--- config.mk ---
export PLATFORM = sky130hd
export DESIGN_NAME = keyed_handle_pool_lru_flat
export DESIGN_NICKNAME = d
export VERILOG_FILES = /design/src/hw/rtl/khp_pkg.sv /design/src/hw/rtl/khp_req_if.sv /design/src/hw/rtl/khp_rsp_if.sv /design/src/hw/rtl/khp_ram.sv /design/src/hw/rtl/keyed_handle_pool_lru.sv /design/src/flat_wrapper.sv
export VERILOG_INCLUDE_DIRS = /design/src /design/src/hw/rtl
export SDC_FILE = /design/constraint.sdc
export NUM_CORES = 2
export LEC_CHECK = 0
export BUFFER_PORTS_ARGS = -buffer_cell sky130_fd_sc_hd__buf_2
export CORE_ASPECT_RATIO = 0.6
export CORE_MARGIN = 2
export CORE_UTILIZATION = 40
export DETAILED_ROUTE_END_ITERATION = 8
export SLEW_MARGIN = 20
export SYNTH_ARGS = -nofsm -noshare
export SYNTH_HDL_FRONTEND = slang
export SYNTH_HIERARCHICAL = 1
export SYNTH_SLANG_ARGS = --single-unit
--- constraint.sdc ---
create_clock -name clk_i -period 11.3 [get_ports clk_i]
set_input_delay 1.13 -clock clk_i [delete_from_list [all_inputs] [get_ports clk_i]]
set_output_delay 1.13 -clock clk_i [all_outputs]
set_load 0.03 [all_outputs]
--- src/hw/rtl/keyed_handle_pool_lru_macros.svh ---
// ----------------------------------------------------------------------------
// keyed_handle_pool_lru_macros.svh - assertion macros
// Shared assertion helpers; expect clk_i and rst_ni in scope.
// ----------------------------------------------------------------------------
`ifndef KEYED_HANDLE_POOL_LRU_MACROS_SVH
`define KEYED_HANDLE_POOL_LRU_MACROS_SVH

// property must hold on every clock outside reset
`define KHP_ASSERT(lbl, prop, msg) \
  lbl: assert property (@(posedge clk_i) disable iff (!rst_ni) prop) else $error(msg);

// expression must never be true outside reset
`define KHP_NEVER(lbl, expr, msg) \
  `KHP_ASSERT(lbl, !(expr), msg)

`endif

--- src/hw/rtl/khp_pkg.sv ---
// ----------------------------------------------------------------------------
// khp_pkg - handle pool package
// Sizes, codes and the slot record of the keyed handle pool.
// ----------------------------------------------------------------------------
`default_nettype none

package khp_pkg;

  localparam int unsigned PoolSlots = 32;
  localparam int unsigned IdxW      = (PoolSlots > 1) ? $clog2(PoolSlots) : 1;
  localparam int unsigned CntW      = $clog2(PoolSlots + 1);
  localparam int unsigned CloseCntW = 7;

  typedef enum logic [1:0] {
    KIND_CHECKOUT = 2'd0,
    KIND_CHECKIN  = 2'd1,
    KIND_SWEEP    = 2'd2,
    KIND_NOP      = 2'd3
  } kind_e;

  typedef enum logic [1:0] {
    STAT_OK     = 2'd0,
    STAT_MISS   = 2'd1,
    STAT_REJECT = 2'd2
  } status_e;

  typedef enum logic [1:0] {
    S_IDLE   = 2'd0,
    S_SCAN   = 2'd1,
    S_FINISH = 2'd2
  } state_e;

  localparam logic signed [12:0] NoHandle = -13'sd1;

  typedef struct packed {
    logic [11:0] handle;
    logic [15:0] port;
    logic [31:0] host;
    logic [31:0] stamp;
  } slot_t;

  localparam int unsigned SlotW = $bits(slot_t);

endpackage

`default_nettype wire

--- src/hw/rtl/khp_req_if.sv ---
// ----------------------------------------------------------------------------
// khp_req_if - request channel
// Valid/ready channel carrying one pool request word.
// ----------------------------------------------------------------------------
`default_nettype none

interface khp_req_if;
  logic               valid;
  logic               ready;
  logic [1:0]         kind;
  logic [31:0]        host_tag;
  logic [15:0]        port;
  logic signed [12:0] handle;
  logic [31:0]        cur_time;
  logic [30:0]        max_idle;

  modport source (
    output valid, kind, host_tag, port, handle, cur_time, max_idle,
    input  ready
  );
  modport sink (
    input  valid, kind, host_tag, port, handle, cur_time, max_idle,
    output ready
  );
endinterface

`default_nettype wire

--- src/hw/rtl/khp_rsp_if.sv ---
// ----------------------------------------------------------------------------
// khp_rsp_if - response channel
// Valid/ready channel carrying one pool result word.
// ----------------------------------------------------------------------------
`default_nettype none

interface khp_rsp_if;
  logic               valid;
  logic               ready;
  logic [1:0]         status;
  logic signed [12:0] out_handle;
  logic               close_valid;
  logic [11:0]        close_handle;
  logic [6:0]         closed_count;
  logic               last;
  logic [31:0]        checkout_count;
  logic [31:0]        checkin_count;
  logic [31:0]        hit_count;
  logic [31:0]        miss_count;

  modport source (
    output valid, status, out_handle, close_valid, close_handle, closed_count, last,
           checkout_count, checkin_count, hit_count, miss_count,
    input  ready
  );
  modport sink (
    input  valid, status, out_handle, close_valid, close_handle, closed_count, last,
           checkout_count, checkin_count, hit_count, miss_count,
    output ready
  );
endinterface

`default_nettype wire

--- src/hw/rtl/khp_ram.sv ---
// ----------------------------------------------------------------------------
// khp_ram - slot storage
// Simple dual-port RAM: one write port, one read port with registered data.
// ----------------------------------------------------------------------------
`default_nettype none

module khp_ram #(
  parameter  int unsigned Depth = 32,
  parameter  int unsigned Width = 92,
  localparam int unsigned AddrW = (Depth > 1) ? $clog2(Depth) : 1
) (
  input  logic             clk_i,
  input  logic             we_i,
  input  logic [AddrW-1:0] waddr_i,
  input  logic [Width-1:0] wdata_i,
  input  logic             re_i,
  input  logic [AddrW-1:0] raddr_i,
  output logic [Width-1:0] rdata_o
);

  logic [Width-1:0] mem_q [Depth];
  logic [Width-1:0] rdata_q;

  always_ff @(posedge clk_i) begin
    if (we_i) begin
      mem_q[waddr_i] <= wdata_i;
    end
  end

  always_ff @(posedge clk_i) begin
    if (re_i) begin
      rdata_q <= mem_q[raddr_i];
    end
  end

  assign rdata_o = rdata_q;

endmodule

`default_nettype wire

--- src/hw/rtl/keyed_handle_pool_lru.sv ---
// ----------------------------------------------------------------------------
// keyed_handle_pool_lru - keyed idle connection handle pool
// Keyed handle table with checkout, checkin with oldest-stamp eviction,
// and idle sweep, scanned one slot per cycle while rsp_o does not stall.
// ----------------------------------------------------------------------------
// Usage:
//   req_i takes one request word (checkout, checkin or sweep) when the block
//   is idle; ready is low while a request is being worked on.
//   rsp_o returns result words through an output register; last marks the
//   final word of a request. Sweep gives one word per removed handle, or one
//   when none is removed; the other kinds give exactly one.
//   Every slot is read through the single slot RAM read port, one per cycle
//   while rsp_o does not stall; a checkout hit ends the scan at the matching
//   slot. A rejected checkin or an unused kind skips the scan.
//   The next request is taken while the last result still waits in the
//   output register.
//   When rsp_o stalls, the scan halts at the next word to emit and resumes
//   when it is taken.
//   Reset empties the table and clears all four counters; no clearing pass.
// ----------------------------------------------------------------------------
`default_nettype none
`include "keyed_handle_pool_lru_macros.svh"

module keyed_handle_pool_lru (
  input  logic      clk_i,
  input  logic      rst_ni,
  khp_req_if.sink   req_i,
  khp_rsp_if.source rsp_o
);
  import khp_pkg::*;

  state_e state_q, state_d;
  kind_e  op_q, op_d;
  logic   reject_q, reject_d;

  logic [31:0]        host_q, host_d;
  logic [15:0]        port_q, port_d;
  logic [11:0]        handle_q, handle_d;
  logic [31:0]        now_q, now_d;
  logic signed [32:0] cutoff_q, cutoff_d;

  logic [PoolSlots-1:0] vld_q, vld_d;

  logic [CntW-1:0] rd_cnt_q, rd_cnt_d;
  logic            cmp_v_q, cmp_v_d;
  logic [IdxW-1:0] cmp_idx_q, cmp_idx_d;

  logic            empty_v_q, empty_v_d;
  logic [IdxW-1:0] empty_idx_q, empty_idx_d;
  logic            old_v_q, old_v_d;
  logic [IdxW-1:0] old_idx_q, old_idx_d;
  logic [31:0]     old_time_q, old_time_d;
  logic [11:0]     old_handle_q, old_handle_d;

  logic            swp_v_q, swp_v_d;
  logic [11:0]     swp_handle_q, swp_handle_d;
  logic [CntW-1:0] swp_cnt_q, swp_cnt_d;

  logic [31:0] co_q, co_d, ci_q, ci_d, hit_q, hit_d, miss_q, miss_d;

  logic               ov_q, ov_d;
  status_e            o_status_q;
  logic signed [12:0] o_handle_q;
  logic               o_cv_q;
  logic [11:0]        o_ch_q;
  logic [6:0]         o_cc_q;
  logic               o_last_q;
  logic [31:0]        o_co_q, o_ci_q, o_hit_q, o_miss_q;

  logic               emit;
  status_e            e_status;
  logic signed [12:0] e_handle;
  logic               e_cv;
  logic [11:0]        e_ch;
  logic [6:0]         e_cc;
  logic               e_last;

  logic            ram_we, ram_re;
  logic [IdxW-1:0] ram_waddr, ram_raddr;
  slot_t           ram_wdata, rdata;

  logic in_fire, out_free, cmp_live, co_hit, swp_hit, stall;
  logic [IdxW-1:0] target;

  khp_ram #(
    .Depth (PoolSlots),
    .Width (SlotW)
  ) u_ram (
    .clk_i   (clk_i),
    .we_i    (ram_we),
    .waddr_i (ram_waddr),
    .wdata_i (ram_wdata),
    .re_i    (ram_re),
    .raddr_i (ram_raddr),
    .rdata_o (rdata)
  );

  assign req_i.ready = (state_q == S_IDLE);
  assign in_fire     = req_i.valid && req_i.ready;
  assign out_free    = !ov_q || rsp_o.ready;

  assign cmp_live = vld_q[cmp_idx_q];
  assign co_hit   = cmp_v_q && (op_q == KIND_CHECKOUT) && cmp_live &&
                    (rdata.port == port_q) && (rdata.host == host_q);
  assign swp_hit  = cmp_v_q && (op_q == KIND_SWEEP) && cmp_live &&
                    ($signed({1'b0, rdata.stamp}) < cutoff_q);
  assign stall    = !out_free && (co_hit || (swp_hit && swp_v_q));
  assign target   = empty_v_q ? empty_idx_q : old_idx_q;

  always_comb begin
    state_d      = state_q;
    op_d         = op_q;
    reject_d     = reject_q;
    host_d       = host_q;
    port_d       = port_q;
    handle_d     = handle_q;
    now_d        = now_q;
    cutoff_d     = cutoff_q;
    vld_d        = vld_q;
    rd_cnt_d     = rd_cnt_q;
    cmp_v_d      = cmp_v_q;
    cmp_idx_d    = cmp_idx_q;
    empty_v_d    = empty_v_q;
    empty_idx_d  = empty_idx_q;
    old_v_d      = old_v_q;
    old_idx_d    = old_idx_q;
    old_time_d   = old_time_q;
    old_handle_d = old_handle_q;
    swp_v_d      = swp_v_q;
    swp_handle_d = swp_handle_q;
    swp_cnt_d    = swp_cnt_q;
    co_d         = co_q;
    ci_d         = ci_q;
    hit_d        = hit_q;
    miss_d       = miss_q;
    ram_we       = 1'b0;
    ram_re       = 1'b0;
    ram_waddr    = target;
    ram_raddr    = rd_cnt_q[IdxW-1:0];
    ram_wdata    = '{handle: handle_q, port: port_q, host: host_q, stamp: now_q};
    emit         = 1'b0;
    e_status     = STAT_OK;
    e_handle     = NoHandle;
    e_cv         = 1'b0;
    e_ch         = '0;
    e_cc         = '0;
    e_last       = 1'b1;

    case (state_q)
      S_IDLE: begin
        if (in_fire) begin
          op_d      = kind_e'(req_i.kind);
          reject_d  = req_i.handle[12];
          host_d    = req_i.host_tag;
          port_d    = req_i.port;
          handle_d  = req_i.handle[11:0];
          now_d     = req_i.cur_time;
          cutoff_d  = $signed({1'b0, req_i.cur_time}) - $signed({2'b00, req_i.max_idle});
          rd_cnt_d  = '0;
          cmp_v_d   = 1'b0;
          empty_v_d = 1'b0;
          old_v_d   = 1'b0;
          swp_v_d   = 1'b0;
          swp_cnt_d = '0;
          if (req_i.kind == KIND_CHECKOUT || req_i.kind == KIND_SWEEP ||
              (req_i.kind == KIND_CHECKIN && !req_i.handle[12])) begin
            state_d = S_SCAN;
          end else begin
            state_d = S_FINISH;
          end
        end
      end

      S_SCAN: begin
        if (!stall) begin
          if (rd_cnt_q < CntW'(PoolSlots)) begin
            ram_re    = 1'b1;
            rd_cnt_d  = rd_cnt_q + CntW'(1);
            cmp_v_d   = 1'b1;
            cmp_idx_d = rd_cnt_q[IdxW-1:0];
          end else begin
            cmp_v_d = 1'b0;
          end

          if (cmp_v_q) begin
            case (op_q)
              KIND_CHECKOUT: begin
                if (co_hit) begin
                  vld_d[cmp_idx_q] = 1'b0;
                  co_d     = co_q + 32'd1;
                  hit_d    = hit_q + 32'd1;
                  emit     = 1'b1;
                  e_handle = $signed({1'b0, rdata.handle});
                  cmp_v_d  = 1'b0;
                  state_d  = S_IDLE;
                end
              end
              KIND_CHECKIN: begin
                if (!cmp_live && !empty_v_q) begin
                  empty_v_d   = 1'b1;
                  empty_idx_d = cmp_idx_q;
                end
                if (!old_v_q || (rdata.stamp < old_time_q)) begin
                  old_v_d      = 1'b1;
                  old_idx_d    = cmp_idx_q;
                  old_time_d   = rdata.stamp;
                  old_handle_d = rdata.handle;
                end
              end
              KIND_SWEEP: begin
                if (swp_hit) begin
                  vld_d[cmp_idx_q] = 1'b0;
                  if (swp_v_q) begin
                    emit   = 1'b1;
                    e_cv   = 1'b1;
                    e_ch   = swp_handle_q;
                    e_cc   = CloseCntW'(swp_cnt_q);
                    e_last = 1'b0;
                  end
                  swp_v_d      = 1'b1;
                  swp_handle_d = rdata.handle;
                  swp_cnt_d    = swp_cnt_q + CntW'(1);
                end
              end
              default: begin
              end
            endcase
          end else if (rd_cnt_q == CntW'(PoolSlots)) begin
            state_d = S_FINISH;
          end
        end
      end

      S_FINISH: begin
        if (out_free) begin
          emit    = 1'b1;
          state_d = S_IDLE;
          case (op_q)
            KIND_CHECKOUT: begin
              co_d     = co_q + 32'd1;
              miss_d   = miss_q + 32'd1;
              e_status = STAT_MISS;
            end
            KIND_CHECKIN: begin
              if (reject_q) begin
                e_status = STAT_REJECT;
              end else begin
                ram_we        = 1'b1;
                vld_d[target] = 1'b1;
                ci_d          = ci_q + 32'd1;
                e_cv          = !empty_v_q;
                e_ch          = empty_v_q ? 12'd0 : old_handle_q;
              end
            end
            KIND_SWEEP: begin
              if (swp_v_q) begin
                e_cv = 1'b1;
                e_ch = swp_handle_q;
                e_cc = CloseCntW'(swp_cnt_q);
              end
            end
            default: begin
            end
          endcase
        end
      end

      default: begin
        state_d = S_IDLE;
      end
    endcase

    if (emit) begin
      ov_d = 1'b1;
    end else if (rsp_o.ready) begin
      ov_d = 1'b0;
    end else begin
      ov_d = ov_q;
    end
  end

  always_ff @(posedge clk_i or negedge rst_ni) begin
    if (!rst_ni) begin
      state_q   <= S_IDLE;
      vld_q     <= '0;
      rd_cnt_q  <= '0;
      cmp_v_q   <= 1'b0;
      empty_v_q <= 1'b0;
      old_v_q   <= 1'b0;
      swp_v_q   <= 1'b0;
      swp_cnt_q <= '0;
      co_q      <= '0;
      ci_q      <= '0;
      hit_q     <= '0;
      miss_q    <= '0;
      ov_q      <= 1'b0;
      op_q      <= KIND_NOP;
      reject_q  <= 1'b0;
    end else begin
      state_q   <= state_d;
      vld_q     <= vld_d;
      rd_cnt_q  <= rd_cnt_d;
      cmp_v_q   <= cmp_v_d;
      empty_v_q <= empty_v_d;
      old_v_q   <= old_v_d;
      swp_v_q   <= swp_v_d;
      swp_cnt_q <= swp_cnt_d;
      co_q      <= co_d;
      ci_q      <= ci_d;
      hit_q     <= hit_d;
      miss_q    <= miss_d;
      ov_q      <= ov_d;
      op_q      <= op_d;
      reject_q  <= reject_d;
    end
  end

  always_ff @(posedge clk_i) begin
    host_q       <= host_d;
    port_q       <= port_d;
    handle_q     <= handle_d;
    now_q        <= now_d;
    cutoff_q     <= cutoff_d;
    cmp_idx_q    <= cmp_idx_d;
    empty_idx_q  <= empty_idx_d;
    old_idx_q    <= old_idx_d;
    old_time_q   <= old_time_d;
    old_handle_q <= old_handle_d;
    swp_handle_q <= swp_handle_d;
    if (emit) begin
      o_status_q <= e_status;
      o_handle_q <= e_handle;
      o_cv_q     <= e_cv;
      o_ch_q     <= e_ch;
      o_cc_q     <= e_cc;
      o_last_q   <= e_last;
      o_co_q     <= co_d;
      o_ci_q     <= ci_d;
      o_hit_q    <= hit_d;
      o_miss_q   <= miss_d;
    end
  end

  assign rsp_o.valid          = ov_q;
  assign rsp_o.status         = o_status_q;
  assign rsp_o.out_handle     = o_handle_q;
  assign rsp_o.close_valid    = o_cv_q;
  assign rsp_o.close_handle   = o_ch_q;
  assign rsp_o.closed_count   = o_cc_q;
  assign rsp_o.last           = o_last_q;
  assign rsp_o.checkout_count = o_co_q;
  assign rsp_o.checkin_count  = o_ci_q;
  assign rsp_o.hit_count      = o_hit_q;
  assign rsp_o.miss_count     = o_miss_q;

  `KHP_ASSERT(a_co_balance, co_q == hit_q + miss_q, "checkout count differs from hits plus misses")

  `KHP_ASSERT(a_evict_full,
    (state_q == S_FINISH && op_q == KIND_CHECKIN && !reject_q && !empty_v_q) |-> &vld_q,
    "eviction chosen while an empty slot exists")

  `KHP_ASSERT(a_fill_grows,
    (state_q == S_FINISH && op_q == KIND_CHECKIN && !reject_q && empty_v_q && out_free)
      |=> ($countones(vld_q) == $past($countones(vld_q)) + 1),
    "checkin into empty slot did not add one entry")

  `KHP_NEVER(a_swp_bound, swp_cnt_q > CntW'(PoolSlots), "sweep removed more than the table holds")

  `KHP_NEVER(a_fail_close,
    rsp_o.valid && rsp_o.status != STAT_OK && rsp_o.close_valid,
    "miss or reject reports a closed handle")

endmodule

`default_nettype wire

--- src/flat_wrapper.sv ---
// flat-port wrapper written by rule: the top's interface ports become plain ports
module keyed_handle_pool_lru_flat import khp_pkg::*;
  (clk_i, rst_ni, req_i_valid, req_i_kind, req_i_host_tag, req_i_port, req_i_handle, req_i_cur_time, req_i_max_idle, req_i_ready, rsp_o_valid, rsp_o_status, rsp_o_out_handle, rsp_o_close_valid, rsp_o_close_handle, rsp_o_closed_count, rsp_o_last, rsp_o_checkout_count, rsp_o_checkin_count, rsp_o_hit_count, rsp_o_miss_count, rsp_o_ready);
  khp_req_if req_i_i ();
  khp_rsp_if rsp_o_i ();
  input  logic clk_i;
  input  logic rst_ni;
  input wire logic [$bits(req_i_i.valid)-1:0] req_i_valid;
  input wire logic [$bits(req_i_i.kind)-1:0] req_i_kind;
  input wire logic [$bits(req_i_i.host_tag)-1:0] req_i_host_tag;
  input wire logic [$bits(req_i_i.port)-1:0] req_i_port;
  input wire logic [$bits(req_i_i.handle)-1:0] req_i_handle;
  input wire logic [$bits(req_i_i.cur_time)-1:0] req_i_cur_time;
  input wire logic [$bits(req_i_i.max_idle)-1:0] req_i_max_idle;
  output wire logic [$bits(req_i_i.ready)-1:0] req_i_ready;
  output wire logic [$bits(rsp_o_i.valid)-1:0] rsp_o_valid;
  output wire logic [$bits(rsp_o_i.status)-1:0] rsp_o_status;
  output wire logic [$bits(rsp_o_i.out_handle)-1:0] rsp_o_out_handle;
  output wire logic [$bits(rsp_o_i.close_valid)-1:0] rsp_o_close_valid;
  output wire logic [$bits(rsp_o_i.close_handle)-1:0] rsp_o_close_handle;
  output wire logic [$bits(rsp_o_i.closed_count)-1:0] rsp_o_closed_count;
  output wire logic [$bits(rsp_o_i.last)-1:0] rsp_o_last;
  output wire logic [$bits(rsp_o_i.checkout_count)-1:0] rsp_o_checkout_count;
  output wire logic [$bits(rsp_o_i.checkin_count)-1:0] rsp_o_checkin_count;
  output wire logic [$bits(rsp_o_i.hit_count)-1:0] rsp_o_hit_count;
  output wire logic [$bits(rsp_o_i.miss_count)-1:0] rsp_o_miss_count;
  input wire logic [$bits(rsp_o_i.ready)-1:0] rsp_o_ready;
  assign req_i_i.valid = req_i_valid;
  assign req_i_i.kind = req_i_kind;
  assign req_i_i.host_tag = req_i_host_tag;
  assign req_i_i.port = req_i_port;
  assign req_i_i.handle = req_i_handle;
  assign req_i_i.cur_time = req_i_cur_time;
  assign req_i_i.max_idle = req_i_max_idle;
  assign req_i_ready = req_i_i.ready;
  assign rsp_o_valid = rsp_o_i.valid;
  assign rsp_o_status = rsp_o_i.status;
  assign rsp_o_out_handle = rsp_o_i.out_handle;
  assign rsp_o_close_valid = rsp_o_i.close_valid;
  assign rsp_o_close_handle = rsp_o_i.close_handle;
  assign rsp_o_closed_count = rsp_o_i.closed_count;
  assign rsp_o_last = rsp_o_i.last;
  assign rsp_o_checkout_count = rsp_o_i.checkout_count;
  assign rsp_o_checkin_count = rsp_o_i.checkin_count;
  assign rsp_o_hit_count = rsp_o_i.hit_count;
  assign rsp_o_miss_count = rsp_o_i.miss_count;
  assign rsp_o_i.ready = rsp_o_ready;
  keyed_handle_pool_lru u_core (.clk_i(clk_i), .rst_ni(rst_ni), .req_i(req_i_i), .rsp_o(rsp_o_i));
endmodule
==> metrics.cfg <==
[run_status]
status = finished clean

[cts]
ctsResizeCount = 0
postCtsSetupRepairBufs = 0
cts_root_buf = clkbuf_16
cts_hold_buffers = 0
clkLatencyLatePin_ns = 0.93
max-clock-path-buffers = 4
clk_pin_slew_ns = 0.07
clock_sinks = 3577
numCtsBuffers = 317
cts_tree = yes
h-tree-depth = 5

[routing]
drt-total-wl_mm = 400
vias = 75600
ant_nets = 0
via_per_inst = 5.95
drt-pass1-iter-count = 6
wl_per_cell_um = 31.5
dr.first_iter.drc_count = 11200
drc = 0

[worst_setup_path]
slowest_stage = buf_4
cpLargestDelayFamily = simple AND/OR/NAND/NOR gates
cp.depth = 10
timing.critical_path.fanout_max = 45
crit_buf_inv = 4
cp-startpoint = u_core/state_q[0]
worstSetupEndpoint = u_core/u_ram/mem_q[10][67]
r2r_slack_ns = 4.61
arrival_ns = 7.17
path_class = flop to flop
reg2reg_to = u_core/u_ram/mem_q[10][67]
crit_chain = inv_1 > ha_1 > inv_1 > nor2_1 > nand2_1 > nor2_1 > nand3b_1 > nor2_4 > buf_4 > buf_4
r2r_cells = 10
cp.required_ns = 11.79
worst_setup_path_start_kind = flop
rr_startpoint = u_core/state_q[0]
end_kind = flop
max_stage_delay_ns = 0.93

[synth]
synth_nets = 7560
synth_ff_type = edfxtp_1
synthTopCellsByArea = edfxtp_1, mux4_2, mux2i_1
async_reset_ff_share_pct = 5.09
netlist_top_cells_count = edfxtp_1, mux2i_1, a22oi_1
synth_edf_count = 3395
netlist.area_leader.share_pct = 73.4
yosys.cell_count.top_type = edfxtp_1
synth_seq_area_share_pct = 76.6
ys_types = 83
synth_area_um2 = 139000
syn_avg_cell_area_um2 = 19.0
synth_largest_area_cell = edfxtp_1
syn_inst = 7323
ys_seq_elements = 3577
synth_warnings = 6

[final_layout]
fill_cells = 28900
final_nets = 8040
drive_gt1_share_pct = 17.5
seq_area_um2 = 107000
syn_to_final_growth_pct = 13.2
multiInputGateArea_um2 = 30600
finalCoreUtilization_pct = 45.5
finalInstanceArea_um2 = 157000

[floorplan]
io_pins = 296
fp.dieH_um = 461
die_area_um2 = 352000
core_area_um2 = 345000
fp.dieW_um = 765
start_util_pct = 40.2
num_rows = 167

[pwr]
power.density_nw_per_um2 = 197
leakagePower_nw = 49.7
vdd_ir_drop_max_mv = 0.165

[min_path]
worst_hold_path_type = primary input to async pin

[global_route]
overflow = 0
gr-usage-all-layers_pct = 22.2
antenna_found_initial = 48
grt_max_degree = 164
grt_pass1_wl_mm = 557
grt_pass1_vias = 71400

[place]
dp_hpwl_mm = 225
io_buffers = 294
place_congestion = 0.843
dpl_cell_area_um2 = 147000

[sta]
maxSlewViolCount = 0
post-route-period-util_pct = 59.2
hold_viol_final = 0
skew_ns = 0.0793
setup_viol = 0
slew_headroom_pct = 21.9
clock.fmax_ghz = 0.150
tightest_slew_ns = 1.16
fin_setup_tns_ns = 0
min_period_ns = 6.69
rsz0062_at_grt = no

[job]
maxCapViolations = 0

-- area by class of cell --
cell class	count	area share, %
Sequential cell	3577	67.7
Antenna cell	8	0.0127
Tap cell	4647	3.70
Multi-Input combinational cell	3263	19.5
Clock inverter	157	0.953
Clock buffer	408	5.41
Timing Repair Buffer	505	2.40
Inverter	139	0.337
-- worst min path at each step --
stage / start / to / slack, ns / cells past startpoint
after floorplan: u_core/u_ram/rdata_o[0] / u_core/old_time_q[0] / 0.43 / 0
after global placement: u_core/ci_q[31] / u_core/ci_q[31] / 0.45 / 1
after detailed placement: u_core/ci_q[31] / u_core/ci_q[31] / 0.45 / 1
after CTS: rst_ni / u_core/vld_q[13] / 0.23 / 1
after global routing: rst_ni / u_core/ci_q[11] / 0.26 / 1
final: rst_ni / u_core/ci_q[11] / 0.26 / 1
-- power breakdown --
part           switching [mW]  total, mW  leakage, nW  internal [mW]
sequential              0.480       16.0         33.2           15.6
combinational            2.89       4.17         11.6           1.27
clock                    4.89       10.7         4.85           5.84
-- layer usage --
| layer | vias to the layer above | wire length, um | GRT usage, % |
|---|---|---|---|
| met3 | 482 | 44200 | 4.59 |
| met2 | 4269 | 169000 | 31.0 |
| met4 | 12 | 7910 | 4.33 |
| met1 | 40200 | 180000 | 35.6 |
| li1 | 30700 | - | - |
| met5 | - | 62 | 0 |
-- placed cells by master, fill, tap and decap left out, types with 86 or more instances in the layout --
cell	count
a22oi_1	493
buf_2	293
buf_4	149
clkbuf_16	324
dfrtp_1	175
edfxtp_1	3395
ha_1	106
inv_1	138
mux2i_1	749
mux4_2	368
nand2_1	170
nand3_1	241
nor2_1	130
o21ai_0	131
xnor2_1	86
xor2_1	88
-- kinds of logic after synthesis --
logic type,after synthesis,synth area share (%)
muxes,1131,11.6
xor gates and xnor gates,174,1.10
and+or+nand+nor,898,3.26
DFF,3577,76.6
other,1,0.00270
AOI/OAI and AO/OA,952,4.86
buffers and inverters,483,1.61
adders and majority gates,107,0.969
-- through the flow --
step	instances	hold WS (ns)	power (mW)	setup WS [ns]
after floorplan	7323	0.431	18.7	1.63
after global routing	12700	0.260	31.9	4.38
final	12700	0.263	30.9	4.61
after CTS	12700	0.228	31.0	4.78
after detailed placement	12100	0.455	20.4	4.81
after global placement	12100	0.449	20.3	4.86
-- sequential cells by signal, indices dropped and copies added, names as in the netlist, 12 cells and up --
signal	cells
u_core/ci_q	32
u_core/rsp_o.out_handle	13
u_core/rsp_o.miss_count	32
u_core/rsp_o.hit_count	32
u_core/rsp_o.close_handle	12
u_core/vld_q	32
u_core/handle_q	12
u_core/port_q	16
u_core/now_q	32
u_core/hit_q	32
u_core/u_ram/mem_q	2944
u_core/cutoff_q	33
u_core/swp_handle_q	12
u_core/old_handle_q	12
u_core/rsp_o.checkin_count	32
u_core/miss_q	32
u_core/co_q	32
u_core/rsp_o.checkout_count	32
u_core/u_ram/rdata_o	92
u_core/host_q	32
u_core/old_time_q	32
(Power assumes the default switching activity.)
